**src/arss_pkg.sv**
```systemverilog
// Package for the actuator run unit with stall and limit-switch stop.
// Holds request/result/config types and the codes shared by all files.
// No dependencies.
package arss_pkg;

    // Request kinds carried in tuser
    localparam logic [1:0] REQ_TICK  = 2'd0;
    localparam logic [1:0] REQ_START = 2'd1;
    localparam logic [1:0] REQ_CLEAR = 2'd2;
    localparam logic [1:0] REQ_NOP   = 2'd3;

    // Job directions
    localparam logic [1:0] DIR_STOP = 2'd0;
    localparam logic [1:0] DIR_UP   = 2'd1;
    localparam logic [1:0] DIR_DOWN = 2'd2;

    // Job status codes as shown on the result
    localparam logic [1:0] STATUS_FREE = 2'd0;
    localparam logic [1:0] STATUS_RUN  = 2'd1;
    localparam logic [1:0] STATUS_DONE = 2'd2;

    // Stop causes
    localparam logic [1:0] CAUSE_NONE   = 2'd0;
    localparam logic [1:0] CAUSE_TARGET = 2'd1;
    localparam logic [1:0] CAUSE_STALL  = 2'd2;
    localparam logic [1:0] CAUSE_LIMIT  = 2'd3;

    // Register indexes
    localparam logic REG_STALL_TIMEOUT = 1'b0;
    localparam logic REG_SWITCH_STOP   = 1'b1;

    // Limits and reset values
    localparam logic [6:0]  SPEED_MAX           = 7'd100;
    localparam logic [19:0] TICKS_PER_MS        = 20'd10;
    localparam logic [15:0] STALL_TIMEOUT_RESET = 16'd1000;
    localparam logic [15:0] COUNT_MAX           = 16'hFFFF;
    localparam logic [19:0] STALL_MAX           = 20'hFFFFF;
    localparam logic [6:0]  RUN_SPEED_RESET     = 7'd100;
    localparam logic [15:0] RUN_TARGET_RESET    = 16'd100;

    typedef struct packed {
        logic [15:0] stall_timeout_ms;
        logic        switch_stop_enable;
    } t_cfg;

    typedef struct packed {
        logic [1:0]  req_type;
        logic [1:0]  job_dir;
        logic [6:0]  job_speed;
        logic        job_count_mode;
        logic [15:0] job_target;
        logic [3:0]  hall_pulses;
        logic        limit_switch;
    } t_req;

    typedef struct packed {
        logic [6:0]  drive_speed;
        logic        power_on;
        logic        direction_down;
        logic        brake_on;
        logic [1:0]  job_state;
        logic [1:0]  stop_cause;
        logic [15:0] pulse_total;
    } t_result;

endpackage

```
**src/arss_ctrl.sv**
```systemverilog
// Job controller: holds the job and drive state and computes one result per request.
// Depends on arss_pkg.
module arss_ctrl (
    input  logic              i_clk,
    input  logic              i_rst_n,
    input  logic              i_en,
    input  arss_pkg::t_req    i_req,
    input  arss_pkg::t_cfg    i_cfg,
    output arss_pkg::t_result o_res
);

    typedef enum logic [2:0] {
        JOB_FREE = 3'b001,
        JOB_RUN  = 3'b010,
        JOB_DONE = 3'b100
    } t_job;

    logic [1:0]  r_run_dir,    n_run_dir;
    logic [6:0]  r_run_speed,  n_run_speed;
    logic        r_run_count,  n_run_count;
    logic [15:0] r_run_target, n_run_target;
    logic [15:0] r_hall_total, n_hall_total;
    logic [15:0] r_seen_total, n_seen_total;
    logic [19:0] r_stall,      n_stall;
    t_job        r_job,        n_job;
    logic [6:0]  r_drive,      n_drive;
    logic        r_power,      n_power;
    logic        r_brake,      n_brake;

    logic [1:0]  w_cause;
    logic [16:0] w_sum;
    logic [15:0] w_hall;
    logic [19:0] w_stall_inc;
    logic [19:0] w_stall_limit;
    logic        w_stall;
    logic [1:0]  w_job_code;

    // Stall limit in ticks and saturated hall sum
    assign w_stall_limit = 20'(i_cfg.stall_timeout_ms) * arss_pkg::TICKS_PER_MS;
    assign w_sum         = {1'b0, r_hall_total} + {13'b0, i_req.hall_pulses};
    assign w_hall        = w_sum[16] ? arss_pkg::COUNT_MAX : w_sum[15:0];
    assign w_stall_inc   = (r_stall != arss_pkg::STALL_MAX) ? r_stall + 20'd1 : r_stall;

    // Next-state logic for one request
    always_comb begin
        n_run_dir    = r_run_dir;
        n_run_speed  = r_run_speed;
        n_run_count  = r_run_count;
        n_run_target = r_run_target;
        n_hall_total = r_hall_total;
        n_seen_total = r_seen_total;
        n_stall      = r_stall;
        n_job        = r_job;
        n_drive      = r_drive;
        n_power      = r_power;
        n_brake      = r_brake;
        w_cause      = arss_pkg::CAUSE_NONE;
        w_stall      = 1'b0;
        unique case (i_req.req_type)
            arss_pkg::REQ_TICK: begin
                if (r_run_dir == arss_pkg::DIR_STOP) begin
                    n_brake      = i_cfg.switch_stop_enable;
                    n_drive      = '0;
                    n_power      = 1'b0;
                    n_hall_total = '0;
                    n_seen_total = '0;
                    n_stall      = '0;
                end else begin
                    n_brake      = 1'b0;
                    n_power      = 1'b1;
                    n_hall_total = w_hall;
                    if (w_hall != r_seen_total) begin
                        n_seen_total = w_hall;
                        n_stall      = '0;
                    end else begin
                        n_stall = w_stall_inc;
                        w_stall = (w_stall_inc >= w_stall_limit);
                    end
                    // stall wins over target, target over limit switch
                    priority if (w_stall) begin
                        w_cause = arss_pkg::CAUSE_STALL;
                    end else if (r_run_count && (w_hall >= r_run_target)) begin
                        w_cause = arss_pkg::CAUSE_TARGET;
                    end else if (i_cfg.switch_stop_enable && i_req.limit_switch &&
                                 (r_run_dir == arss_pkg::DIR_DOWN)) begin
                        w_cause = arss_pkg::CAUSE_LIMIT;
                    end else begin
                        w_cause = arss_pkg::CAUSE_NONE;
                    end
                    if (w_cause != arss_pkg::CAUSE_NONE) begin
                        n_run_dir    = arss_pkg::DIR_STOP;
                        n_hall_total = '0;
                        n_seen_total = '0;
                        n_stall      = '0;
                        n_job        = JOB_DONE;
                        n_drive      = '0;
                        n_power      = 1'b0;
                        n_brake      = (w_cause == arss_pkg::CAUSE_LIMIT);
                    end else if (r_run_speed <= arss_pkg::SPEED_MAX) begin
                        n_drive = r_run_speed;
                    end
                end
            end
            arss_pkg::REQ_START: begin
                if (r_job == JOB_FREE) begin
                    n_run_dir    = i_req.job_dir;
                    n_run_speed  = i_req.job_speed;
                    n_run_count  = i_req.job_count_mode;
                    n_run_target = i_req.job_target;
                    n_hall_total = '0;
                    n_seen_total = '0;
                    n_stall      = '0;
                    n_job        = JOB_RUN;
                end
            end
            arss_pkg::REQ_CLEAR: begin
                n_job = JOB_FREE;
            end
            arss_pkg::REQ_NOP: begin
                n_job = r_job;
            end
            default: begin
                n_job = r_job;
            end
        endcase
    end

    // Status code for the result
    always_comb begin
        unique case (n_job)
            JOB_FREE: w_job_code = arss_pkg::STATUS_FREE;
            JOB_RUN:  w_job_code = arss_pkg::STATUS_RUN;
            JOB_DONE: w_job_code = arss_pkg::STATUS_DONE;
            default:  w_job_code = arss_pkg::STATUS_FREE;
        endcase
    end

    assign o_res.drive_speed    = n_drive;
    assign o_res.power_on       = n_power;
    assign o_res.direction_down = (n_run_dir == arss_pkg::DIR_DOWN);
    assign o_res.brake_on       = n_brake;
    assign o_res.job_state      = w_job_code;
    assign o_res.stop_cause     = w_cause;
    assign o_res.pulse_total    = n_hall_total;

    // State registers, updated once per processed request
    always_ff @(posedge i_clk) begin
        if (!i_rst_n) begin
            r_run_dir    <= arss_pkg::DIR_STOP;
            r_run_speed  <= arss_pkg::RUN_SPEED_RESET;
            r_run_count  <= 1'b1;
            r_run_target <= arss_pkg::RUN_TARGET_RESET;
            r_hall_total <= '0;
            r_seen_total <= '0;
            r_stall      <= '0;
            r_job        <= JOB_FREE;
            r_drive      <= '0;
            r_power      <= 1'b0;
            r_brake      <= 1'b0;
        end else if (i_en) begin
            r_run_dir    <= n_run_dir;
            r_run_speed  <= n_run_speed;
            r_run_count  <= n_run_count;
            r_run_target <= n_run_target;
            r_hall_total <= n_hall_total;
            r_seen_total <= n_seen_total;
            r_stall      <= n_stall;
            r_job        <= n_job;
            r_drive      <= n_drive;
            r_power      <= n_power;
            r_brake      <= n_brake;
        end
    end

endmodule

```
**src/actuator_run_with_stall_stop_unit.sv**
```systemverilog
// Top level of the actuator run unit: stream ports, input and result registers,
// configuration registers. Depends on arss_pkg and arss_ctrl.
//
// Takes one request transfer per clock when not stalled and returns exactly one
// result transfer per request, in order. A request passes through the input
// register and then the result register; the job controller between them
// updates all job state in the same cycle as the result register loads. Both
// sides may stall freely; a new request is taken whenever the input register
// is empty or moves on. Registers: stall timeout in ms at byte address 0,
// limit-switch stop enable at byte address 4; write them only while idle.
module actuator_run_with_stall_stop_unit (
    input  logic        i_clk,
    input  logic        i_rst_n,
    // request stream
    input  logic        s_axis_tvalid,
    output logic        s_axis_tready,
    // [1:0] job_dir, [8:2] job_speed, [9] job_count_mode, [25:10] job_target,
    // [29:26] hall_pulses, [30] limit_switch, [31] zero
    input  logic [31:0] s_axis_tdata,
    // [1:0] req_type
    input  logic [1:0]  s_axis_tuser,
    // result stream
    output logic        m_axis_tvalid,
    input  logic        m_axis_tready,
    // [6:0] drive_speed, [7] power_on, [8] direction_down, [9] brake_on,
    // [11:10] job_state, [13:12] stop_cause, [29:14] pulse_total, [31:30] zero
    output logic [31:0] m_axis_tdata,
    // configuration port
    input  logic        psel,
    input  logic        penable,
    input  logic        pwrite,
    input  logic [2:0]  paddr,
    input  logic [31:0] pwdata,
    output logic [31:0] prdata,
    output logic        pready
);

    arss_pkg::t_cfg    r_cfg;
    arss_pkg::t_req    r_in;
    logic              r_in_valid;
    arss_pkg::t_result r_out;
    logic              r_out_valid;
    arss_pkg::t_result w_res;
    logic              w_adv;
    logic              w_cfg_wr;

    // Configuration registers
    assign pready   = 1'b1;
    assign w_cfg_wr = psel & penable & pwrite & pready;

    always_ff @(posedge i_clk) begin
        if (!i_rst_n) begin
            r_cfg.stall_timeout_ms   <= arss_pkg::STALL_TIMEOUT_RESET;
            r_cfg.switch_stop_enable <= 1'b1;
        end else if (w_cfg_wr) begin
            if (paddr[2] == arss_pkg::REG_STALL_TIMEOUT) begin
                r_cfg.stall_timeout_ms <= pwdata[15:0];
            end else begin
                r_cfg.switch_stop_enable <= pwdata[0];
            end
        end
    end

    assign prdata = (paddr[2] == arss_pkg::REG_SWITCH_STOP) ?
                    {31'b0, r_cfg.switch_stop_enable} :
                    {16'b0, r_cfg.stall_timeout_ms};

    // Input register
    assign w_adv         = r_in_valid & (~r_out_valid | m_axis_tready);
    assign s_axis_tready = ~r_in_valid | w_adv;

    always_ff @(posedge i_clk) begin
        if (!i_rst_n) begin
            r_in_valid <= 1'b0;
        end else if (s_axis_tready) begin
            r_in_valid <= s_axis_tvalid;
        end
    end

    always_ff @(posedge i_clk) begin
        if (s_axis_tvalid && s_axis_tready) begin
            r_in.req_type       <= s_axis_tuser;
            r_in.job_dir        <= s_axis_tdata[1:0];
            r_in.job_speed      <= s_axis_tdata[8:2];
            r_in.job_count_mode <= s_axis_tdata[9];
            r_in.job_target     <= s_axis_tdata[25:10];
            r_in.hall_pulses    <= s_axis_tdata[29:26];
            r_in.limit_switch   <= s_axis_tdata[30];
        end
    end

    // Job controller
    arss_ctrl u_ctrl (
        .i_clk   (i_clk),
        .i_rst_n (i_rst_n),
        .i_en    (w_adv),
        .i_req   (r_in),
        .i_cfg   (r_cfg),
        .o_res   (w_res)
    );

    // Result register
    always_ff @(posedge i_clk) begin
        if (!i_rst_n) begin
            r_out_valid <= 1'b0;
        end else if (w_adv) begin
            r_out_valid <= 1'b1;
        end else if (m_axis_tready) begin
            r_out_valid <= 1'b0;
        end
    end

    always_ff @(posedge i_clk) begin
        if (w_adv) begin
            r_out <= w_res;
        end
    end

    assign m_axis_tvalid = r_out_valid;
    assign m_axis_tdata  = {2'b0, r_out.pulse_total, r_out.stop_cause, r_out.job_state,
                            r_out.brake_on, r_out.direction_down, r_out.power_on,
                            r_out.drive_speed};

endmodule

```
**config.mk**
```make
export PLATFORM = sky130hd
export DESIGN_NAME = actuator_run_with_stall_stop_unit
export DESIGN_NICKNAME = d
export VERILOG_FILES = /design/src/arss_pkg.sv /design/src/arss_ctrl.sv /design/src/actuator_run_with_stall_stop_unit.sv
export SDC_FILE = /design/constraint.sdc
export NUM_CORES = 1
export LEC_CHECK = 0
export BUFFER_PORTS_ARGS = -buffer_cell sky130_fd_sc_hd__buf_2
export CAP_MARGIN = 20
export CORE_MARGIN = 1.5
export CORE_UTILIZATION = 58
export CTS_CLUSTER_SIZE = 14
export DETAILED_ROUTE_END_ITERATION = 12
export HOLD_SLACK_MARGIN = 0.02
export PLACE_DENSITY = 0.81
export SLEW_MARGIN = 0
export SYNTH_ARGS = -nofsm -noshare
export SYNTH_HDL_FRONTEND = slang
export SYNTH_SLANG_ARGS = --single-unit
```
**constraint.sdc**
```tcl
create_clock -name i_clk -period 7.37 [get_ports i_clk]
set_clock_uncertainty 0.15 [all_clocks]
set_input_delay 0.737 -clock i_clk [delete_from_list [all_inputs] [get_ports i_clk]]
set_output_delay 0.737 -clock i_clk [all_outputs]
set_load 0.005 [all_outputs]
```
# Word level (Yosys, flattened, before mapping)

Cells that the tools add are included.

Register bits: 172
Input port bits: 76
Output and inout bits: 67
Word-level logic and storage cells: 118

Add/subtract/negate cells: 2
$mul: 1
Magnitude comparators: 3
Eq/ne operators: 13
Multiplexer cells: 46
Bitwise operators: 9
Reduce and logical (&&, ||, !) cells: 15

Operator list:

| operator                                              | number |
|---|---|
| 2-to-1 mux 16 bit                                     | 9 |
| 2-to-1 mux 20 bit                                     | 5 |
| case mux 16 bit (2 select lines)                      | 2 |
| case mux 20 bit (2 select lines)                      | 1 |
| 2-to-1 mux 7 bit                                      | 4 |
| adder 20 x 1 -> 20 bit, second input constant         | 1 |
| greater-or-equal comparator 20 bit                    | 1 |
| inequality test 20 bit, second input constant         | 1 |
| multiplier 16 x 3 -> 19 bit, second input constant    | 1 |
| adder 16 x 4 -> 17 bit                                | 1 |
| greater-or-equal comparator 16 bit                    | 1 |
| 2-to-1 mux 2 bit                                      | 8 |
| inequality test 16 bit                                | 1 |
| case mux 3 bit (4 select lines)                       | 1 |
| 2-to-1 mux 1 bit                                      | 11 |
| == test 2 bit, second input constant                  | 5 |
| 2-to-1 mux 3 bit                                      | 3 |
| case mux 2 bit (2 select lines)                       | 2 |
| <= comparator 7 bit, second input constant            | 1 |
| AND reduction 3 bit                                   | 2 |
| nonzero test 2 bit                                    | 3 |
| logical AND 1 bit                                     | 4 |
| zero test 2 bit                                       | 2 |
| inequality test 4 x 1 -> 1 bit, second input constant | 1 |
| 11 further kinds                                      | 18 |

# Logic depth before layout (Yosys ltp)

Gate-level depths: netlist (run 1).

Word-level depth: 15
Mapped depth: 24
Mapped depth without buffers: 22

# By module

Synthesis (run 1) repeated with hierarchy kept, for this count alone.

Cell total of the unflattened synthesis: 1030
Area, all modules: 9689.3 µm²

Modules (own cells, without submodules):

| module                            | instances | cells each | area an instance (µm²) | sequential area each (µm²) |
|---|---|---|---|---|
| arss_ctrl                         | 1         | 844        | 6705.2                 | 1801.7 |
| actuator_run_with_stall_stop_unit | 1         | 186        | 2984.1                 | 2272.2 |

# Worst setup path before layout (run 1)

Ideal clock, no wire load.

Kind: register -> register
From: register r_cfg[2] (netlist bit)
To: register r_out, in the netlist m_axis_tdata[6], data pin
Setup time: 0.257 ns
Arrival time: 4.780 ns
Data required time: 6.963 ns
Setup slack: 2.183 ns
Cell stages (with the launch flop): 23
Buffers on the path: 1
Period minus slack after synthesis: 5.187 ns
Cells stage by stage: dfxtp_1 > ha_1 > ha_1 > fa_1 > a21o_1 > a21oi_1 > o21bai_1 > a21o_1 > a21oi_1 > o211ai_1 > a31o_2 > a21oi_1 > xor2_1 > ha_1 > nand4_1 > or4_1 > a21oi_1 > a211oi_1 > a211oi_1 > and4bb_2 > nor3_2 > buf_2 > a32o_1

Longest elaborated chain between the ends: 12

RTL lines:

| element                            | line                                     | text |
|---|---|---|
| from (decl)                        | actuator_run_with_stall_stop_unit.sv:38  | `arss_pkg::t_cfg r_cfg;` |
| multiplier 16 x 3 -> 19 bit        | arss_ctrl.sv:39                          | `assign w_stall_limit = 20'(i_cfg.stall_timeout_ms) * arss_pkg::TICKS_PER_MS;` |
| greater-or-equal comparator 20 bit | arss_ctrl.sv:77                          | `w_stall = (w_stall_inc >= w_stall_limit);` |
| 2-to-1 mux 1 bit                   | arss_ctrl.sv:72                          | `if (w_hall != r_seen_total) begin` |
| 2-to-1 mux 1 bit                   | arss_ctrl.sv:61                          | `if (r_run_dir == arss_pkg::DIR_STOP) begin` |
| 2-to-1 mux 1 bit                   | arss_ctrl.sv:59                          | `unique case (i_req.req_type)` |
| 2-to-1 mux 2 bit                   | arss_ctrl.sv:80                          | `priority if (w_stall) begin` |
| 2-to-1 mux 2 bit                   | arss_ctrl.sv:61                          |  |
| 2-to-1 mux 2 bit                   | arss_ctrl.sv:59                          |  |
| nonzero test 2 bit                 | arss_ctrl.sv:90                          | `if (w_cause != arss_pkg::CAUSE_NONE) begin` |
| 2-to-1 mux 7 bit                   | arss_ctrl.sv:90                          |  |
| 2-to-1 mux 7 bit                   | arss_ctrl.sv:61                          |  |
| 2-to-1 mux 7 bit                   | arss_ctrl.sv:59                          |  |
| net u_ctrl.n_drive[6]              | arss_ctrl.sv:26                          | `logic [6:0] r_drive, n_drive;` |
| to (signal assigned)               | actuator_run_with_stall_stop_unit.sv:115 | `r_out <= w_res;` |
| to (decl)                          | actuator_run_with_stall_stop_unit.sv:41  | `arss_pkg::t_result r_out;` |

The timed path passes the listed nets, and every way through them passes these cells. The select of a mux whose other input is x is not followed.
A chain may end at the register's enable or synchronous reset.

# Worst setup path in the final report (run 1)

From: register r_cfg[4] (netlist bit)
To: register u_ctrl.r_stall[3]

Longest elaborated chain between the ends: 12

RTL lines:

| element                            | line             | text |
|---|---|---|
| multiplier 16 x 3 -> 19 bit        | arss_ctrl.sv:39  |  |
| greater-or-equal comparator 20 bit | arss_ctrl.sv:77  |  |
| 2-to-1 mux 1 bit                   | arss_ctrl.sv:72  |  |
| 2-to-1 mux 1 bit                   | arss_ctrl.sv:61  |  |
| 2-to-1 mux 1 bit                   | arss_ctrl.sv:59  |  |
| 2-to-1 mux 2 bit                   | arss_ctrl.sv:80  |  |
| 2-to-1 mux 2 bit                   | arss_ctrl.sv:61  |  |
| 2-to-1 mux 2 bit                   | arss_ctrl.sv:59  |  |
| nonzero test 2 bit                 | arss_ctrl.sv:90  |  |
| 2-to-1 mux 20 bit                  | arss_ctrl.sv:90  |  |
| 2-to-1 mux 20 bit                  | arss_ctrl.sv:61  |  |
| case mux 20 bit (2 select lines)   | arss_ctrl.sv:59  |  |
| to (signal assigned)               | arss_ctrl.sv:167 | `r_stall <= n_stall;` |
| to (decl)                          | arss_ctrl.sv:24  | `logic [19:0] r_stall, n_stall;` |

No other way between the ends. The select of a mux whose other input is x is not followed.

==> flow_summary.toml, run 1 <==
[cts]
cts_root_buffer = "clkbuf_16"
cts_tree = "built"
cts_buffers = 17
cts.sinks = 172
postCtsSetupBuffers = 0
cts_resized = 0
worstSkewPairLatency_ns = 0.43
clockBufferDepth = 2
ctsHoldBuffers = 0
htreeDepth = 4
clk_pin_slew_ns = 0.07

[yosys]
yosysWarningCount = 0
synth_cell_types = 73
syn_avg_cell_area_um2 = 9.33
ys_ff_latch = 172
synth_ff_type = "dfxtp_1"
synth_cells = 1017
syn_area_um2 = 9490
ys_seq_area_share_pct = 42.9
synthArstFlopShare_pct = 0
synth_edf_count = 63

[setup_path]
path_class = "reg2reg"
r2r_cells = 21
arrival_ns = 6.18
crit_family = "compound AO/OA/AOI/OAI gates"
crit_fanout = 13
path_cells = "ha_1, ha_1, fa_1, a21o_1, a21oi_1, o21bai_1, a21o_1, a21oi_1, o211ai_1, a31o_2, a21oi_1, xor2_1, ha_1, nand2_1, nor2_1, a211oi_1, o211ai_1, a211oi_1, or3b_2, nor3_2, a22o_1"
cp.required_ns = 7.58
endpoint_kind = "flip-flop"
cp-start-kind = "flip-flop"
crit_slowest_cell = "nor3_2"
cp_slowest_stage_delay_ns = 0.69
cp_num_cells = 21
critical_path_buf_inv_count = 0

[layout]
mostFrequentLayoutCell = "nand2_1"
n_antenna_cell = 0
layout_common_cells = "nand2_1, dfxtp_1, buf_2"
fillers = 1271
multi_input_area_um2 = 4990
seq_area_um2 = 4070
areaGrowthSynthToFinish_pct = 12.6
nNetsFinal = 1248
drive_gt1_share_pct = 15.3

[sta]
slew_violations = 0
holdWs_ns = 0.306
timing.final.crit_share_pct = 81.0
tns_ns = 0
maxSlewHeadroom_pct = 34.1
rsz0062_at_grt = "no"
setup_violations = 0
worst_pin_slew_ns = 0.985
finalCriticalPeriod_ns = 5.97
finalHoldViolations = 0
timing.fmax_mhz = 167

[place]
dp_hpwl_mm = 15.2
io_buffer_count = 104
gp_congestion = 0.894

[power_and_ir_drop]
vdd_drop_max_v = 0.000170
p_leak_uw = 0.00451
total_power_uw = 2110
powerDensity_nw_per_um2 = 197

[flow_run]
drv_cap = 0

[grt]
track_usage_pct = 26.1
antenna_found_initial = 0
grt_max_degree = 42
grt_pass1_wl_mm = 34.8
grt_pass1_vias = 6935
overflow = 0

[die]
io_pins = 143
die-height_um = 131
die_area_um2 = 17100
core_um2 = 15900
rows = 46
die_w_um = 131
initial_core_util_pct = 59.5

[drt]
routed-via-count = 7830
drtIter0Drc = 831
routed_wl_mm = 21.9
firstDrtPassIters = 6
vias_per_cell = 5.88
ant_nets = 0
drc_errors = 0
wl_per_cell_um = 16.5

[status]
outcome = "completed"

[min_path]
hold_depth = 2
hold_class = "reg2reg"
## metal layers
metal / track usage [%] / vias up / wire length (um) / part of all wire (%)
met1: 38.0 / 3578 / 10100 / 46
met2: 39.4 / 373 / 9610 / 44
met4: 9.05 / 0 / 477 / 2.2
met5: 0 / - / 0 / 0
li1: - / 3834 / - / -
met3: 4.64 / 45 / 1730 / 7.9
## flip-flops by register name (all words and copies together), names as in the netlist
signal               count
u_ctrl.r_run_count       1
u_ctrl.r_drive           7
m_axis_tdata            30
u_ctrl.r_hall_total     16
u_ctrl.r_stall          20
r_cfg                   17
u_ctrl.r_job             3
r_in_valid               1
u_ctrl.r_seen_total     16
u_ctrl.r_run_target     16
u_ctrl.r_power           1
r_in                    33
u_ctrl.r_run_dir         2
u_ctrl.r_run_speed       7
u_ctrl.r_brake           1
m_axis_tvalid            1
## per-stage QoR
stage	instances	setup WS, ns	utilization (%)	cell area [um^2]
floorplan	1034	2.18	-	9550
global placement	1298	1.55	63.1	10100
detailed placement	1298	1.48	63.1	10100
CTS	1330	1.41	66.9	10700
global route	1331	0.913	67.1	10700
finish	1331	1.40	67.1	10700
## cell families (layout without fill, tap and decap cells)
kind of cell               count (synthesis)  count (layout)  synth area share, %
xor gates and xnor gates                  41              41                 3.78
other                                      2              19               0.0791
buffers and inverters                    104             185                 5.26
DFF                                      172             172                 42.9
and+or+nand+nor                          375             375                 19.3
muxes                                     21              21                 2.24
AOI/OAI and AO/OA                        232             232                 17.0
adders and majority gates                 70              70                 9.39
## layout make-up
class	instances	area share, %
inverter	41	1.44
clock inverter	15	1.69
sequential	172	38.1
clock buffer	17	3.98
multi-input combinational	758	46.7
timing repair buffer	112	5.59
tap	216	2.53
## synthesized netlist by cell type (3+ instances only)
cell,count,share of area [%]
or4_1,4,0.32
and3_1,6,0.40
a2111oi_0,3,0.28
or2_2,7,0.46
and2_1,6,0.40
a21boi_0,3,0.24
buf_6,3,0.36
a22o_1,31,2.9
or3_1,8,0.53
o21a_1,8,0.63
mux2i_1,19,2.0
a32o_1,15,1.6
o31ai_1,4,0.32
edfxtp_1,63,20
nor3_1,18,0.95
a21o_1,18,1.4
dfxtp_1,109,23
nor4_1,5,0.33
a211o_1,4,0.37
o211ai_1,9,0.71
ha_1,68,9.0
o21ai_0,40,2.1
a31oi_1,4,0.26
nand2b_1,8,0.53
nor2_1,50,2.0
buf_2,5,0.26
nand2_1,154,6.1
nand3_1,56,3.0
nand4_1,12,0.79
xor2_1,20,1.8
inv_1,39,1.5
and4_1,3,0.28
nor2b_1,20,1.3
a211oi_1,8,0.63
clkbuf_1,32,1.3
nor3b_1,4,0.32
a21oi_1,60,3.2
xnor2_1,21,1.9
buf_4,21,1.7
## power by group
part / switching [uW] / total [uW] / internal (uW)
combinational: 99.1 / 163 / 63.7
sequential: 13.6 / 1020 / 1010
clock: 406 / 920 / 514
## worst min-delay path: stages, from the launching register on
cell and delay, ns:
dfxtp_1 0.31, nand2_1 0.05, a21oi_1 0.05
## worst paths after layout
path	start	endpoint	slack, ns
min	u_ctrl.r_run_target[3]	u_ctrl.r_run_target[3]	0.31
min reg2reg	u_ctrl.r_run_target[3]	u_ctrl.r_run_target[3]	0.31
max	r_cfg[4]	u_ctrl.r_stall[3]	1.40
max reg2reg	r_cfg[4]	u_ctrl.r_stall[3]	1.40
Note: power is estimated with default switching activity, not from simulation.
==> run 2: changes to the inputs <==
ABC_AREA = 1   (was not set)
clock period = 6.1 ns   (was 7.37 ns; I/O delays follow)
==> run 2 against run 1 <==
- fmax increased by 20%
- total power increased by 28%
- global-route usage increased by 0.27 points
- utilization decreased by 1.3 points
- combinational power increased by 80%
- sequential power increased by 23%
- clock-buffer cell count increased by 1
- first-iteration DRC count decreased by 27%
- sequential cell count unchanged
- setup slack got worse by 0.28 ns
- synthesized cell count increased by 33%
- largest power group unchanged
==> flow_summary.toml, run 2 <==
[setup_path]
path_class = "reg2reg"
crit_family = "simple AND/OR/NAND/NOR gates"
endpoint_kind = "flip-flop"
arrival_ns = 5.21
critical_path_buf_inv_count = 5
cp.required_ns = 6.33
path_cells = "ha_1, fa_1, nand2_1, nand2_1, nand2_1, nor2_4, nand2_4, nand3_2, ha_1, nand2_1, inv_1, nand3_1, inv_1, a21oi_1, nand3_1, a21oi_1, nand2_2, inv_2, buf_4, nand3_1, nand3_1, nand2_1, inv_1"
crit_fanout = 31
cp_num_cells = 23
crit_slowest_cell = "a21oi_1"
crit_path_frequent_cell = "nand2_1"
cp-start-kind = "flip-flop"
cp_slowest_stage_delay_ns = 0.49
r2r_cells = 23

[yosys]
yosysMostFrequentCell = "nand2_1"
synth_cell_types = 44
yosysWarningCount = 0
synth_top_area_cell = "dfxtp_1"
syn_area_um2 = 10200
synth_common_cells = "nand2_1, nor2_1, inv_1"
ys_ff_latch = 172
synth_area_leaders = "dfxtp_1, edfxtp_1, nand2_1"
ys_seq_area_share_pct = 40.1
synth_top_area_share_pct = 21.5
syn_avg_cell_area_um2 = 7.53
synth_edf_count = 63
synth_ff_type = "dfxtp_1"
synth_cells = 1350
synthArstFlopShare_pct = 0

[cts]
ctsHoldBuffers = 0
clk_pin_slew_ns = 0.07
cts_tree = "built"
cts.sinks = 172
cts_resized = 0
cts_buffers = 17
worstSkewPairLatency_ns = 0.43
cts_root_buffer = "clkbuf_16"
clockBufferDepth = 2
htreeDepth = 4
postCtsSetupBuffers = 0

[layout]
nNetsFinal = 1579
drive_gt1_share_pct = 12.7
layout_common_cells = "nand2_1, nor2_1, inv_1"
mostFrequentLayoutCell = "nand2_1"
largest_reg_flops = 33
n_antenna_cell = 0
regMostFlops = "r_in"
areaGrowthSynthToFinish_pct = 11.6

[sta]
tns_ns = 0
maxSlewHeadroom_pct = 36.6
setup_violations = 0
timing.fmax_mhz = 201
worst_pin_slew_ns = 0.949
finalHoldViolations = 0
rsz0062_at_grt = "no"
timing.final.crit_share_pct = 81.7
finalCriticalPeriod_ns = 4.98
slew_violations = 0

[drt]
wl_per_cell_um = 14.1
routed-via-count = 9052
routed_wl_mm = 23.6
ant_nets = 0
firstDrtPassIters = 5
drtIter0Drc = 605
drc_errors = 0
vias_per_cell = 5.42

[die]
core_um2 = 17200
die_area_um2 = 18300
die-height_um = 135
initial_core_util_pct = 59.0
io_pins = 143
rows = 48
die_w_um = 135

[grt]
antenna_found_initial = 0
grt_pass1_vias = 8346
met3_usage_pct = 4.49
grt_max_degree = 58
track_usage_pct = 26.4
overflow = 0
use_met1_pct = 35.0
busiest_layer = "met2"
grt_pass1_wl_mm = 38.6
met2_usage_pct = 42.9

[min_path]
hold_depth = 1
hold_class = "in2reg"

[power_and_ir_drop]
vdd_drop_max_v = 0.000217
total_power_uw = 2690
p_leak_uw = 0.00515
powerDensity_nw_per_um2 = 237

[status]
outcome = "completed"

[place]
gp_congestion = 0.925
io_buffer_count = 104
dp_hpwl_mm = 16.4

[flow_run]
drv_cap = 0
run 2: cell type report:
| class | count | area (um^2) |
|---|---|---|
| inverters | 166 | 623 |
| repair buffers | 113 | 588 |
| flip-flops and latches | 172 | 4070 |
| multi-input cells | 963 | 5140 |
| clock buffers | 18 | 439 |
| well taps | 225 | 282 |
| clock inverters | 14 | 195 |
| fillers | 1446 | 5900 |
run 2: where the power goes:
| group | switching [uW] | internal (uW) | total, uW |
|---|---|---|---|
| registers | 19.6 | 1230 | 1250 |
| logic | 192 | 101 | 293 |
| clock network | 507 | 640 | 1150 |
| total | 718 | 1970 | 2690 |
run 2: final timing paths:
path	startpoint	end	slack (ns)
max reg2reg	r_in[1]	u_ctrl.r_drive[5]	1.12
min reg2reg	r_in[27]	u_ctrl.r_run_speed[5]	0.31
min	s_axis_tdata[24]	r_in[19]	0.20
max	r_in[1]	u_ctrl.r_drive[5]	1.12
run 2: cells by family after synthesis:
group | Yosys count | synth area share, %
other | 2 | 0.0739
adder cells (fa/ha/maj) | 70 | 8.77
buffers and inverters | 232 | 10.0
XOR/XNOR | 30 | 2.59
flip-flops | 172 | 40.1
AND/OR/NAND/NOR | 636 | 27.3
AO/OA/AOI/OAI | 207 | 11.1
multiplexers | 1 | 0.0985
run 2: per-stage QoR:
step / cell area, um^2 / cells / setup slack [ns] / util, % / hold slack (ns)
2_1_floorplan: 10200 / 1367 / 2.19 / - / 0.272
3_3_place_gp: 10700 / 1639 / 1.33 / 62.1 / 0.282
3_5_place_dp: 10700 / 1639 / 1.25 / 62.1 / 0.294
4_1_cts: 11300 / 1671 / 1.18 / 65.8 / 0.184
5_1_grt: 11300 / 1671 / 0.671 / 65.8 / 0.182
6_report: 11300 / 1671 / 1.12 / 65.8 / 0.195
run 2: per-layer routing:
metal | part of all wire [%] | up-vias
met2 | 46 | 330
met5 | 0 | -
met1 | 45 | 4077
met3 | 6.4 | 61
li1 | - | 4584
met4 | 2.7 | 0
